File: config.mk
export PLATFORM = sky130hd
export DESIGN_NAME = qcs_lane
export DESIGN_NICKNAME = d
export VERILOG_FILES = /design/src/rtl/qcs_pkg.sv /design/src/rtl/qcs_lane.sv
export SDC_FILE = /design/constraint.sdc
export NUM_CORES = 2
export LEC_CHECK = 0
export BUFFER_PORTS_ARGS = -buffer_cell sky130_fd_sc_hd__buf_2
export CAP_MARGIN = 25
export CORE_ASPECT_RATIO = 0.75
export CORE_MARGIN = 1
export CORE_UTILIZATION = 34
export CTS_CLUSTER_DIAMETER = 80
export CTS_CLUSTER_SIZE = 30
export DETAILED_ROUTE_END_ITERATION = 7
export HOLD_SLACK_MARGIN = 0.1
export PLACE_DENSITY_LB_ADDON = 0.3
export SLEW_MARGIN = 20
export SYNTH_ARGS = -nofsm -noshare
export SYNTH_HDL_FRONTEND = slang
export SYNTH_SLANG_ARGS = --single-unit
File: constraint.sdc
create_clock -name clock -period 32 [get_ports clock]
set_input_delay 6.4 -clock clock [delete_from_list [all_inputs] [get_ports clock]]
set_output_delay 6.4 -clock clock [all_outputs]
set_load 0.01 [all_outputs]
File: src/rtl/qcs_pkg.sv
// ============================================================================
// qcs_pkg - shared types and constants for the quad corner sort core
// Corner status codes, corner index type and pipeline enable bundle.
// ============================================================================
package qcs_pkg;

   localparam int NUM_PTS = 3;
   localparam int NUM_CRN = 4;

   // corner status codes
   localparam logic [1:0] STAT_FOUND  = 2'd1;
   localparam logic [1:0] STAT_INTERP = 2'd2;

   typedef logic [1:0] crn_idx_type;

   // per-stage load enables, driven by the top level's ready chain
   typedef struct packed {
      logic en_sq;
      logic en_sum;
      logic en_asg;
      logic en_out;
   } pipe_ctl_type;

endpackage

File: src/rtl/qcs_lane.sv
// ============================================================================
// qcs_lane - distance lane for one point
// Squares the x/y offsets to the box edges, then sums them into the four
// squared corner distances. Carries its point along both stages.
// ============================================================================
module qcs_lane #(
   parameter int W = 16
) (
   input  logic                       clock,
   input  qcs_pkg::pipe_ctl_type      ctl,
   input  logic signed [W-1:0]        pt_x,
   input  logic signed [W-1:0]        pt_y,
   input  logic signed [W-1:0]        min_x,
   input  logic signed [W-1:0]        max_x,
   input  logic signed [W-1:0]        min_y,
   input  logic signed [W-1:0]        max_y,
   output logic signed [W-1:0]        pt_x_o,
   output logic signed [W-1:0]        pt_y_o,
   output logic [2*W:0]               crn_dist [qcs_pkg::NUM_CRN]
);

   function automatic logic [W-1:0] mag_diff(input logic signed [W-1:0] a,
                                             input logic signed [W-1:0] b);
      logic signed [W:0] d;
      d = (W+1)'(a) - (W+1)'(b);
      return d[W] ? W'(-d) : W'(d);
   endfunction

   logic [W-1:0]          mx_lo, mx_hi, my_lo, my_hi;
   logic [2*W-1:0]        sqx_lo_ff, sqx_hi_ff, sqy_lo_ff, sqy_hi_ff;
   logic [2*W-1:0]        sqx_lo_in, sqx_hi_in, sqy_lo_in, sqy_hi_in;
   logic signed [W-1:0]   ptx_sq_ff, pty_sq_ff;
   logic signed [W-1:0]   ptx_sum_ff, pty_sum_ff;
   logic [2*W:0]          dist_ff [qcs_pkg::NUM_CRN];
   logic [2*W:0]          dist_in [qcs_pkg::NUM_CRN];

   always_comb begin
      mx_lo     = mag_diff(pt_x, min_x);
      mx_hi     = mag_diff(pt_x, max_x);
      my_lo     = mag_diff(pt_y, min_y);
      my_hi     = mag_diff(pt_y, max_y);
      sqx_lo_in = mx_lo * mx_lo;
      sqx_hi_in = mx_hi * mx_hi;
      sqy_lo_in = my_lo * my_lo;
      sqy_hi_in = my_hi * my_hi;
   end

   // corner order: (min,min) (max,min) (min,max) (max,max)
   always_comb begin
      dist_in[0] = {1'b0, sqx_lo_ff} + {1'b0, sqy_lo_ff};
      dist_in[1] = {1'b0, sqx_hi_ff} + {1'b0, sqy_lo_ff};
      dist_in[2] = {1'b0, sqx_lo_ff} + {1'b0, sqy_hi_ff};
      dist_in[3] = {1'b0, sqx_hi_ff} + {1'b0, sqy_hi_ff};
   end

   always_ff @(posedge clock) begin
      if (ctl.en_sq) begin
         sqx_lo_ff <= sqx_lo_in;
         sqx_hi_ff <= sqx_hi_in;
         sqy_lo_ff <= sqy_lo_in;
         sqy_hi_ff <= sqy_hi_in;
         ptx_sq_ff <= pt_x;
         pty_sq_ff <= pt_y;
      end
      if (ctl.en_sum) begin
         dist_ff    <= dist_in;
         ptx_sum_ff <= ptx_sq_ff;
         pty_sum_ff <= pty_sq_ff;
      end
   end

   assign pt_x_o   = ptx_sum_ff;
   assign pt_y_o   = pty_sum_ff;
   assign crn_dist = dist_ff;

endmodule

==> flow_summary_export.csv <==
group,metric,value,unit
yosys,syn-instance-count,4916,
yosys,synth_edf_count,320,
clock_network,cts_max_level,1,
floorplanning,io_pins,265,
critical_path,endpoint_kind,"flop",
worst_hold_path,min_from,"pty_sq_ff[10]$_DFFE_PP_",
layout,final_nets,6530,
yosys,synth_area,47150,um^2
clock_network,clock-sinks,320,
clock_network,holdBufCountCts,0,
yosys,ys_warn_count,0,
critical_path,critPathBufInv,8,
sta,rsz0062_at_grt,"no",
yosys,synth_seq_cells,320,
sta,fin_crit,16.77,ns
detailed_routing,routedWlPerCell,17.95,um
floorplanning,floorplan.initialDensity,34.49,%
sta,hold_violations,0,
detailed_routing,totalWireLength,126.8,mm
detailed_routing,drt-vias-per-instance,4.949,
critical_path,critical_path.top_delay_family,"adder cells",
sta,setup_viol,0,
detailed_routing,initialDrtViolationCount,2508,
clock_network,cts_buffers,24,
critical_path,rrSetupSlack,26.84,ns
grt,grt_usage,18.27,%
critical_path,cp.arrival,17.23,ns
sta,fin_crit_sh,52.42,%
placement,placed_area,51020,um^2
critical_path,critical_path_class,"in2reg",
floorplanning,rows,117,
yosys,yosysSeqAreaShare,20.38,%
sta,fin_worst_skew,0.03945,ns
yosys,synthFlopType,"edfxtp_1",
grt,antenna_found_initial,9,
sta,maxSlewHeadroom,21.31,%
yosys,synth_area_per_cell,9.592,um^2
worst_hold_path,hold_end,"pt_y_o[10]$_DFFE_PP_",
clock_network,insertion_delay,0.64,ns
placement,place_hpwl,108.0,mm
clock_network,clk_pin_slew,0.11,ns
sta,fmax,0.05961,GHz
grt,grt_pass1_wl,198.8,mm
critical_path,worstPathRequired,32.46,ns
layout,layout_common_cells,"inv_1, fa_1, ha_1",
job,cap_viol_max_count,0,
placement,place_congestion,0.9119,
clock_network,cts_root_buf,"clkbuf_16",
yosys,ys_types,93,
clock_network,cts_buffer_depth,3,
floorplanning,core_area,136700,um^2
layout,area_growth,10.12,%
yosys,synth_largest_area_cell,"fa_1",
clock_network,cts_resized,0,
sta,setup_tns,0,ns
clock_network,postCtsSetupRepairBufs,0,
detailed_routing,num_vias,34955,
layout,final_cell_area,51930,um^2
layout,drive_above_1_share,8.567,%
critical_path,r2r_cells,11,
layout,mostFrequentLayoutCell,"inv_1",
yosys,async_flop_share,0,%
floorplanning,die_y,324.5,um
sta,holdWs,0.4182,ns
layout,post-route-util,37.98,%
grt,grt_start_max_net_pins,69,
detailed_routing,dr.pass1.iters,6,
critical_path,crit_fanout,10,
placement,io_buffers,262,
grt,grt_overflow,0,
detailed_routing,antenna_left,0,
critical_path,r2r-start,"sqx_hi_ff[3]$_DFFE_PP_",
critical_path,slowest_stage,"xor2_1",
sta,finalMaxSlewViolations,0,
yosys,postSynthNetCount,6245,
floorplanning,dieArea,140200,um^2
worst_hold_path,hold_class,"reg2reg",
detailed_routing,drc,0,
sta,tightest_slew,1.171,ns
yosys,ys_top_cells_by_area,"fa_1, edfxtp_1, ha_1",
yosys,synth_top_area_share,27.77,%
critical_path,slowest_delay,0.83,ns
worst_hold_path,hold_depth,0,
critical_path,critPathLaunchType,"input pin",
grt,first_global_vias,35303,
floorplanning,die-width,432.0,um
critical_path,worstReg2RegEnd,"crn_dist[98]$_DFFE_PP_",
clock_network,cts_tree,"done",
run_status,status,"complete, no violations",
layer usage:
layer  wire (um)  track usage (%)  part of all wire, %
met2       52800            26.86                   42
met5          12                0               0.0095
met4        3385            4.263                  2.7
met1       59780            27.18                   47
met3       10780            3.869                  8.5
metrics by stage:
stage,std cells,setup slack (ns)
6_report,7063,15.23
2_1_floorplan,4916,16.85
3_3_place_gp,7016,14.91
5_1_grt,7063,14.63
3_5_place_dp,7017,14.85
4_1_cts,7060,15.43
cells in the mapped netlist (all sizes together) (9+ instances only):
| cell type | count |
|---|---|
| nor2b | 34 |
| or3 | 20 |
| o31ai | 14 |
| ha | 574 |
| nand3 | 53 |
| nor2 | 469 |
| clkinv | 23 |
| inv | 1057 |
| a31o | 9 |
| or2 | 27 |
| a211o | 10 |
| a21boi | 13 |
| nor4 | 12 |
| clkbuf | 62 |
| o211ai | 19 |
| a21o | 109 |
| o21ai | 130 |
| nand2 | 353 |
| fa | 654 |
| a2111oi | 11 |
| nand2b | 39 |
| o21bai | 26 |
| and2 | 21 |
| o21a | 63 |
| a21oi | 190 |
| xor2 | 101 |
| xnor2 | 214 |
| nand4 | 20 |
| and3 | 27 |
| edfxtp | 320 |
| nor3 | 59 |
| a31oi | 30 |
| a211oi | 25 |
area by class of cell:
type | instances | area [um^2]
fillers | 13839 | 84800
repair buffers | 328 | 1817
well taps | 1844 | 2307
clock buffers | 26 | 629.4
flip-flops and latches | 320 | 9609
multi-input cells | 3447 | 33240
diodes | 1 | 2.502
inverters | 1080 | 4056
clock inverters | 17 | 266.5
registers in the layout, summed over array words and instances, names as in the netlist:
signal,cells
crn_dist,132
pt_x_o,16
pt_y_o,16
ptx_sq_ff,16
pty_sq_ff,16
sqx_hi_ff,31
sqx_lo_ff,31
sqy_hi_ff,31
sqy_lo_ff,31
worst max path at each step:
stage          startpoint  cells past startpoint                       to
2_1_floorplan     pt_y[0]                     36  sqy_lo_ff[30]$_DFFE_PP_
3_3_place_gp      pt_x[0]                     35  sqx_hi_ff[31]$_DFFE_PP_
3_5_place_dp      pt_y[0]                     39  sqy_lo_ff[31]$_DFFE_PP_
4_1_cts           pt_x[0]                     35  sqx_hi_ff[31]$_DFFE_PP_
5_1_grt           pt_y[0]                     35  sqy_hi_ff[31]$_DFFE_PP_
6_report          pt_y[0]                     35  sqy_hi_ff[31]$_DFFE_PP_
kinds of logic after synthesis:
group,after synthesis,share of synthesized area [%]
buffers and inverters,1149,9.194
adder cells (fa/ha/maj),1228,43.00
XOR/XNOR,315,5.938
AND/OR/NAND/NOR,1169,11.11
AO/OA/AOI/OAI,731,10.30
flip-flops,320,20.38
multiplexers,4,0.08756
Power is left out: the tool's default activity adds up to more than one toggle a clock period on the data nets, which glitch-free logic cannot reach.
