## src/rtl/qcs_pkg.sv

```systemverilog
// ============================================================================
// qcs_pkg - shared types and constants for the quad corner sort core
// Corner status codes, corner index type and pipeline enable bundle.
// ============================================================================
package qcs_pkg;

   localparam int NUM_PTS = 3;
   localparam int NUM_CRN = 4;

   // corner status codes
   localparam logic [1:0] STAT_FOUND  = 2'd1;
   localparam logic [1:0] STAT_INTERP = 2'd2;

   typedef logic [1:0] crn_idx_type;

   // per-stage load enables, driven by the top level's ready chain
   typedef struct packed {
      logic en_sq;
      logic en_sum;
      logic en_asg;
      logic en_out;
   } pipe_ctl_type;

endpackage

```

## src/rtl/qcs_merge.sv

```systemverilog
// ============================================================================
// qcs_merge - corner assignment and completion
// Greedy nearest-free-corner assignment over the lane distances, then
// extrapolation of the one leftover corner with halving and saturation.
// ============================================================================
module qcs_merge #(
   parameter int W = 16
) (
   input  logic                  clock,
   input  logic                  reset,
   input  qcs_pkg::pipe_ctl_type ctl,
   input  logic                  asg_vld,
   input  logic                  any_in,
   input  logic [2*W:0]          crn_dist [qcs_pkg::NUM_PTS][qcs_pkg::NUM_CRN],
   input  logic signed [W-1:0]   pt_x [qcs_pkg::NUM_PTS],
   input  logic signed [W-1:0]   pt_y [qcs_pkg::NUM_PTS],
   output logic signed [W-1:0]   crn_x [qcs_pkg::NUM_CRN],
   output logic signed [W-1:0]   crn_y [qcs_pkg::NUM_CRN],
   output logic [1:0]            stat [qcs_pkg::NUM_CRN]
);

   localparam logic signed [W-1:0] HI_W = {1'b0, {(W-1){1'b1}}};
   localparam logic signed [W-1:0] LO_W = {1'b1, {(W-1){1'b0}}};

   logic [qcs_pkg::NUM_CRN-1:0] tk_in, taken_ff;
   qcs_pkg::crn_idx_type        sel_in [qcs_pkg::NUM_PTS];
   qcs_pkg::crn_idx_type        sel_ff [qcs_pkg::NUM_PTS];
   logic signed [W-1:0]         ptx_ff [qcs_pkg::NUM_PTS];
   logic signed [W-1:0]         pty_ff [qcs_pkg::NUM_PTS];
   logic                        any_asg_ff;

   logic signed [W-1:0]         cx [qcs_pkg::NUM_CRN];
   logic signed [W-1:0]         cy [qcs_pkg::NUM_CRN];
   qcs_pkg::crn_idx_type        fk;
   logic signed [W+2:0]         sx, sy, hx, hy;
   logic signed [W-1:0]         ex, ey;

   logic signed [W-1:0]         crn_x_ff [qcs_pkg::NUM_CRN];
   logic signed [W-1:0]         crn_y_ff [qcs_pkg::NUM_CRN];
   logic [1:0]                  stat_ff  [qcs_pkg::NUM_CRN];
   logic signed [W-1:0]         crn_x_in [qcs_pkg::NUM_CRN];
   logic signed [W-1:0]         crn_y_in [qcs_pkg::NUM_CRN];
   logic [1:0]                  stat_in  [qcs_pkg::NUM_CRN];

   // points in order, each to the nearest free corner; strict < keeps the
   // lower index on ties. Without a box, first free corner wins.
   always_comb begin
      qcs_pkg::crn_idx_type best;
      logic                 hit;
      logic [2*W:0]         bd;
      tk_in = '0;
      for (int n = 0; n < qcs_pkg::NUM_PTS; n++) begin
         best = '0;
         hit  = 1'b0;
         bd   = '0;
         for (int m = 0; m < qcs_pkg::NUM_CRN; m++) begin
            if (!tk_in[m] && (!hit || (any_in && (crn_dist[n][m] < bd)))) begin
               best = 2'(m);
               bd   = crn_dist[n][m];
               hit  = 1'b1;
            end
         end
         tk_in[best] = 1'b1;
         sel_in[n]   = best;
      end
   end

   always_ff @(posedge clock) begin
      if (ctl.en_asg) begin
         taken_ff   <= tk_in;
         sel_ff     <= sel_in;
         ptx_ff     <= pt_x;
         pty_ff     <= pt_y;
         any_asg_ff <= any_in;
      end
   end

   // placed corners; the free one reads as zero
   always_comb begin
      fk = '0;
      for (int k = 0; k < qcs_pkg::NUM_CRN; k++) begin
         cx[k] = '0;
         cy[k] = '0;
         for (int n = 0; n < qcs_pkg::NUM_PTS; n++) begin
            if (sel_ff[n] == 2'(k)) begin
               cx[k] = ptx_ff[n];
               cy[k] = pty_ff[n];
            end
         end
         if (!taken_ff[k]) begin
            fk = 2'(k);
         end
      end
   end

   // extrapolation from the two neighbours and the opposite corner, halved toward minus infinity, saturated
   always_comb begin
      sx = ((W+3)'(cx[fk ^ 2'd2]) <<< 1) + (W+3)'(cx[fk ^ 2'd1]) - (W+3)'(cx[fk ^ 2'd3]);
      sy = ((W+3)'(cy[fk ^ 2'd1]) <<< 1) + (W+3)'(cy[fk ^ 2'd2]) - (W+3)'(cy[fk ^ 2'd3]);
      hx = sx >>> 1;
      hy = sy >>> 1;
      if (hx > (W+3)'(HI_W)) begin
         ex = HI_W;
      end else if (hx < (W+3)'(LO_W)) begin
         ex = LO_W;
      end else begin
         ex = W'(hx);
      end
      if (hy > (W+3)'(HI_W)) begin
         ey = HI_W;
      end else if (hy < (W+3)'(LO_W)) begin
         ey = LO_W;
      end else begin
         ey = W'(hy);
      end
      for (int k = 0; k < qcs_pkg::NUM_CRN; k++) begin
         crn_x_in[k] = taken_ff[k] ? cx[k] : ex;
         crn_y_in[k] = taken_ff[k] ? cy[k] : ey;
         stat_in[k]  = taken_ff[k] ? qcs_pkg::STAT_FOUND : qcs_pkg::STAT_INTERP;
      end
   end

   always_ff @(posedge clock) begin
      if (ctl.en_out) begin
         crn_x_ff <= crn_x_in;
         crn_y_ff <= crn_y_in;
         stat_ff  <= stat_in;
      end
   end

   assign crn_x = crn_x_ff;
   assign crn_y = crn_y_ff;
   assign stat  = stat_ff;

   a_three_taken: assert property (@(posedge clock) disable iff (reset)
      asg_vld |-> ($countones(taken_ff) == 3))
      else $error("assignment does not occupy exactly three corners");

   a_no_box_order: assert property (@(posedge clock) disable iff (reset)
      (asg_vld && !any_asg_ff) |-> (sel_ff[0] == 2'd0 && sel_ff[1] == 2'd1 &&
                                    sel_ff[2] == 2'd2))
      else $error("without found points, points must fill corners in order");

endmodule

```

## config.mk

```make
export PLATFORM = sky130hd
export DESIGN_NAME = qcs_merge
export DESIGN_NICKNAME = d
export VERILOG_FILES = /design/src/rtl/qcs_pkg.sv /design/src/rtl/qcs_merge.sv
export SDC_FILE = /design/constraint.sdc
export NUM_CORES = 1
export LEC_CHECK = 0
export ABC_AREA = 1
export ABC_CLOCK_PERIOD_IN_PS = 38200
export BUFFER_PORTS_ARGS = -buffer_cell sky130_fd_sc_hd__buf_2
export CAP_MARGIN = 25
export CELL_PAD_IN_SITES_DETAIL_PLACEMENT = 0
export CELL_PAD_IN_SITES_GLOBAL_PLACEMENT = 2
export CORE_AREA = 2 2 293 266
export DETAILED_ROUTE_END_ITERATION = 8
export DIE_AREA = 0 0 295 268
export PLACE_DENSITY_LB_ADDON = 0.1
export SLEW_MARGIN = 20
export SYNTH_ARGS = -nofsm -noshare
export SYNTH_HDL_FRONTEND = slang
export SYNTH_SLANG_ARGS = --single-unit
```

## constraint.sdc

```tcl
create_clock -name clock -period 38.2 [get_ports clock]
set_input_delay 1.91 -clock clock [delete_from_list [all_inputs] [get_ports clock]]
set_output_delay 1.91 -clock clock [all_outputs]
set_load 0.01 [all_outputs]
```

==> metrics.txt <==
# setup viols final=0; Mapped Area=24820 µm²; Die X=295 µm; reg2reg setup slack=29.36 ns; Synth top area share=29.28%; met3 WL=7957 µm; FF-to-FF path depth=36; TNS Setup=0 ns; post-synthesis mux area share=0.7261%; Final Hold Viols=0; RSZ-0062 raised after global routing=no; WP data required=38.48 ns; hold buffer count at CTS=0; largest fanout on the critical path=69; DR iter-0 viols=1807; count leader, synth=nand2_1; Core Box Area=75790 µm²; I/O Pins=636; post-synthesis sequential area ratio=29.28%; worst hold start=taken_ff[2]; Synth area leaders=edfxtp_1 (29%), ha_1 (16%), nand2_1 (13%); total track usage=25.77%; H-tree depth=1; largest family of logic cells by synthesized area=simple AND/OR/NAND/NOR gates; Primary FF master, synth=edfxtp_1; largest net degree at the start of global routing=95; CTS Buf Count=26; FF+latch count, synth=242; Clock Path Buffers=3; crit-path most repeated cell=nand2_1; Setup crit start=crn_dist[395]; dpl hpwl=81680 µm; starting density of the core=32.74%; vias per cell=5.112; met2 routed WL=48400 µm; Routed Antenna Nets=0; initial antenna violation count=63; pre-CTS setup slack=13.77 ns; slowest stage delay, CP=0.74 ns; worst slew pin tran=0.9812 ns; Achievable Freq=0.04266 GHz; most frequent cells after synthesis=nand2_1 (881), o21ai_0 (611), ha_1 (322), nand3_1 (268), inv_1 (248); CTS tree=done; Root Buffer=clkbuf_16; met1 wire length=46840 µm; first-pass GRT wire length=153600 µm; status=finished clean; Crit. End Element=flop; YS warnings=0; DRC=0; Clock Skew=0.01446 ns; Max Cap Violations=0; Top Layer Used=met5; grt ovf=0; simple-gate share of the synthesized area=23.29%; CTS-repair resized insts=0; Die ar.=79060 µm²; Skew-Pair Late Insertion Delay=0.56 ns; worst setup margin=14.76 ns; xor/xnor cell area share of the yosys netlist=0.9883%; Post-synth EDFFs=242; total number of vias=25396; setup bufs post-CTS=0; reg2reg start=taken_ff[2]; final net count=4756; Final Slew Violations=0; Clock transition at path regs=0.06 ns; total routed wirelength=105600 µm; area added between synthesis and finish=20.19%; Critical-path top delay cell=nor4b_1; Syn Area/Cell=7.329 µm²; WS Path Type=in2reg; hold-critical path endpoint=stat[2]; Slew Limit Headroom=34.59%; async set or reset register ratio after synthesis=0%; Mapped Cells=3386; Tightest Hold Check Type=reg2reg; critical path launch point type=primary input; CTS Sinks=242; Syn Nets=4242; # rows=96; reg2reg end=crn_x[34]; Worst EP arrival=23.72 ns; # port buffers=631; number of global-route vias before repair=24235; Unique masters post-synth=55; share of layout cells above drive strength 1=19.64%; WL/cell=21.27 µm; area leader, netlist=edfxtp_1; Post-Synth Adder-Cell Area=18.98%; WHS Path Cells=0; minimum clock period=23.44 ns; post-route clock period utilization=61.36%; Detailed Routing Iterations Pass 1=6; height of the die=268 µm; routability congestion estimate=0.8563; Compound-Gate Fraction of Synth Area=20.06%
critical path, delay by kind of cell:
kind / cells / cell delay, ns
compound gates: 22 / 4.69
fa+ha+maj: 9 / 2.87
buf+inv: 11 / 2.37
simple gates: 62 / 11.69
layout make-up:
class                      instances  area (µm²)
fill                            8035       45970
multi-input combinational       2711       15960
sequential                       242        7267
timing repair buffer             669        3472
tap                             1029        1287
inverter                         250       939.7
clock buffer                      29       683.2
clock inverter                    19       172.7
antenna                           19       47.55
how the worst max path moves through the flow:
stage                   to  slack (ns)  cells after the start
2_1_floorplan  taken_ff[0]       20.14                    117
3_3_place_gp     sel_ff[1]       13.64                    103
3_5_place_dp     sel_ff[1]       13.77                    103
4_1_cts          sel_ff[1]       14.28                    103
5_1_grt          sel_ff[1]       12.25                    106
6_report         sel_ff[1]       14.76                    104
flip-flops by register name (all words and copies together) (netlist names):
name / flops
crn_x: 64
sel_ff: 6
pty_ff: 48
crn_y: 64
ptx_ff: 48
taken_ff: 4
stat: 8
metrics by stage:
step	utilization, %	hold slack [ns]	cells	area, µm²
5_1_grt	39.33	0.5695	4960	29810
3_3_place_gp	38.11	0.5511	4899	28890
4_1_cts	39.25	0.5643	4948	29750
6_report	39.35	0.5347	4968	29830
2_1_floorplan	-	0.4244	3386	24820
3_5_place_dp	38.12	0.5491	4900	28900
cells in the final DEF (no fill, tap or decap), types with 8 or more instances in the layout:
master,instances
inv_1,243
diode_2,19
o22ai_1,46
nor2_1,123
nand2_2,14
ha_1,322
edfxtp_1,242
mux2i_1,18
buf_2,629
a211oi_1,17
o21ai_0,611
o211ai_1,8
nand3_1,268
xor2_1,24
fa_1,34
o21ai_1,22
clkbuf_16,27
a21oi_1,173
nand4_1,20
nor4_1,16
nor2_4,9
nand2_1,879
nor3_1,10
o21bai_1,19
or2_2,18
buf_4,38
routing by layer:
| layer | up-vias | track usage, % |
|---|---|---|
| li1 | 12867 | - |
| met4 | 54 | 5.212 |
| met5 | - | 0 |
| met3 | 191 | 5.467 |
| met1 | 11407 | 34.58 |
| met2 | 877 | 42.70 |
kinds of logic after synthesis:
family	Yosys count
xor+xnor	28
buf+inv	433
simple gates	1374
compound gates	935
fa+ha+maj	356
mux	18
flops	242
Power is not shown: default switching activity piles up to over one toggle a cycle in this logic, so the estimate is an artifact.
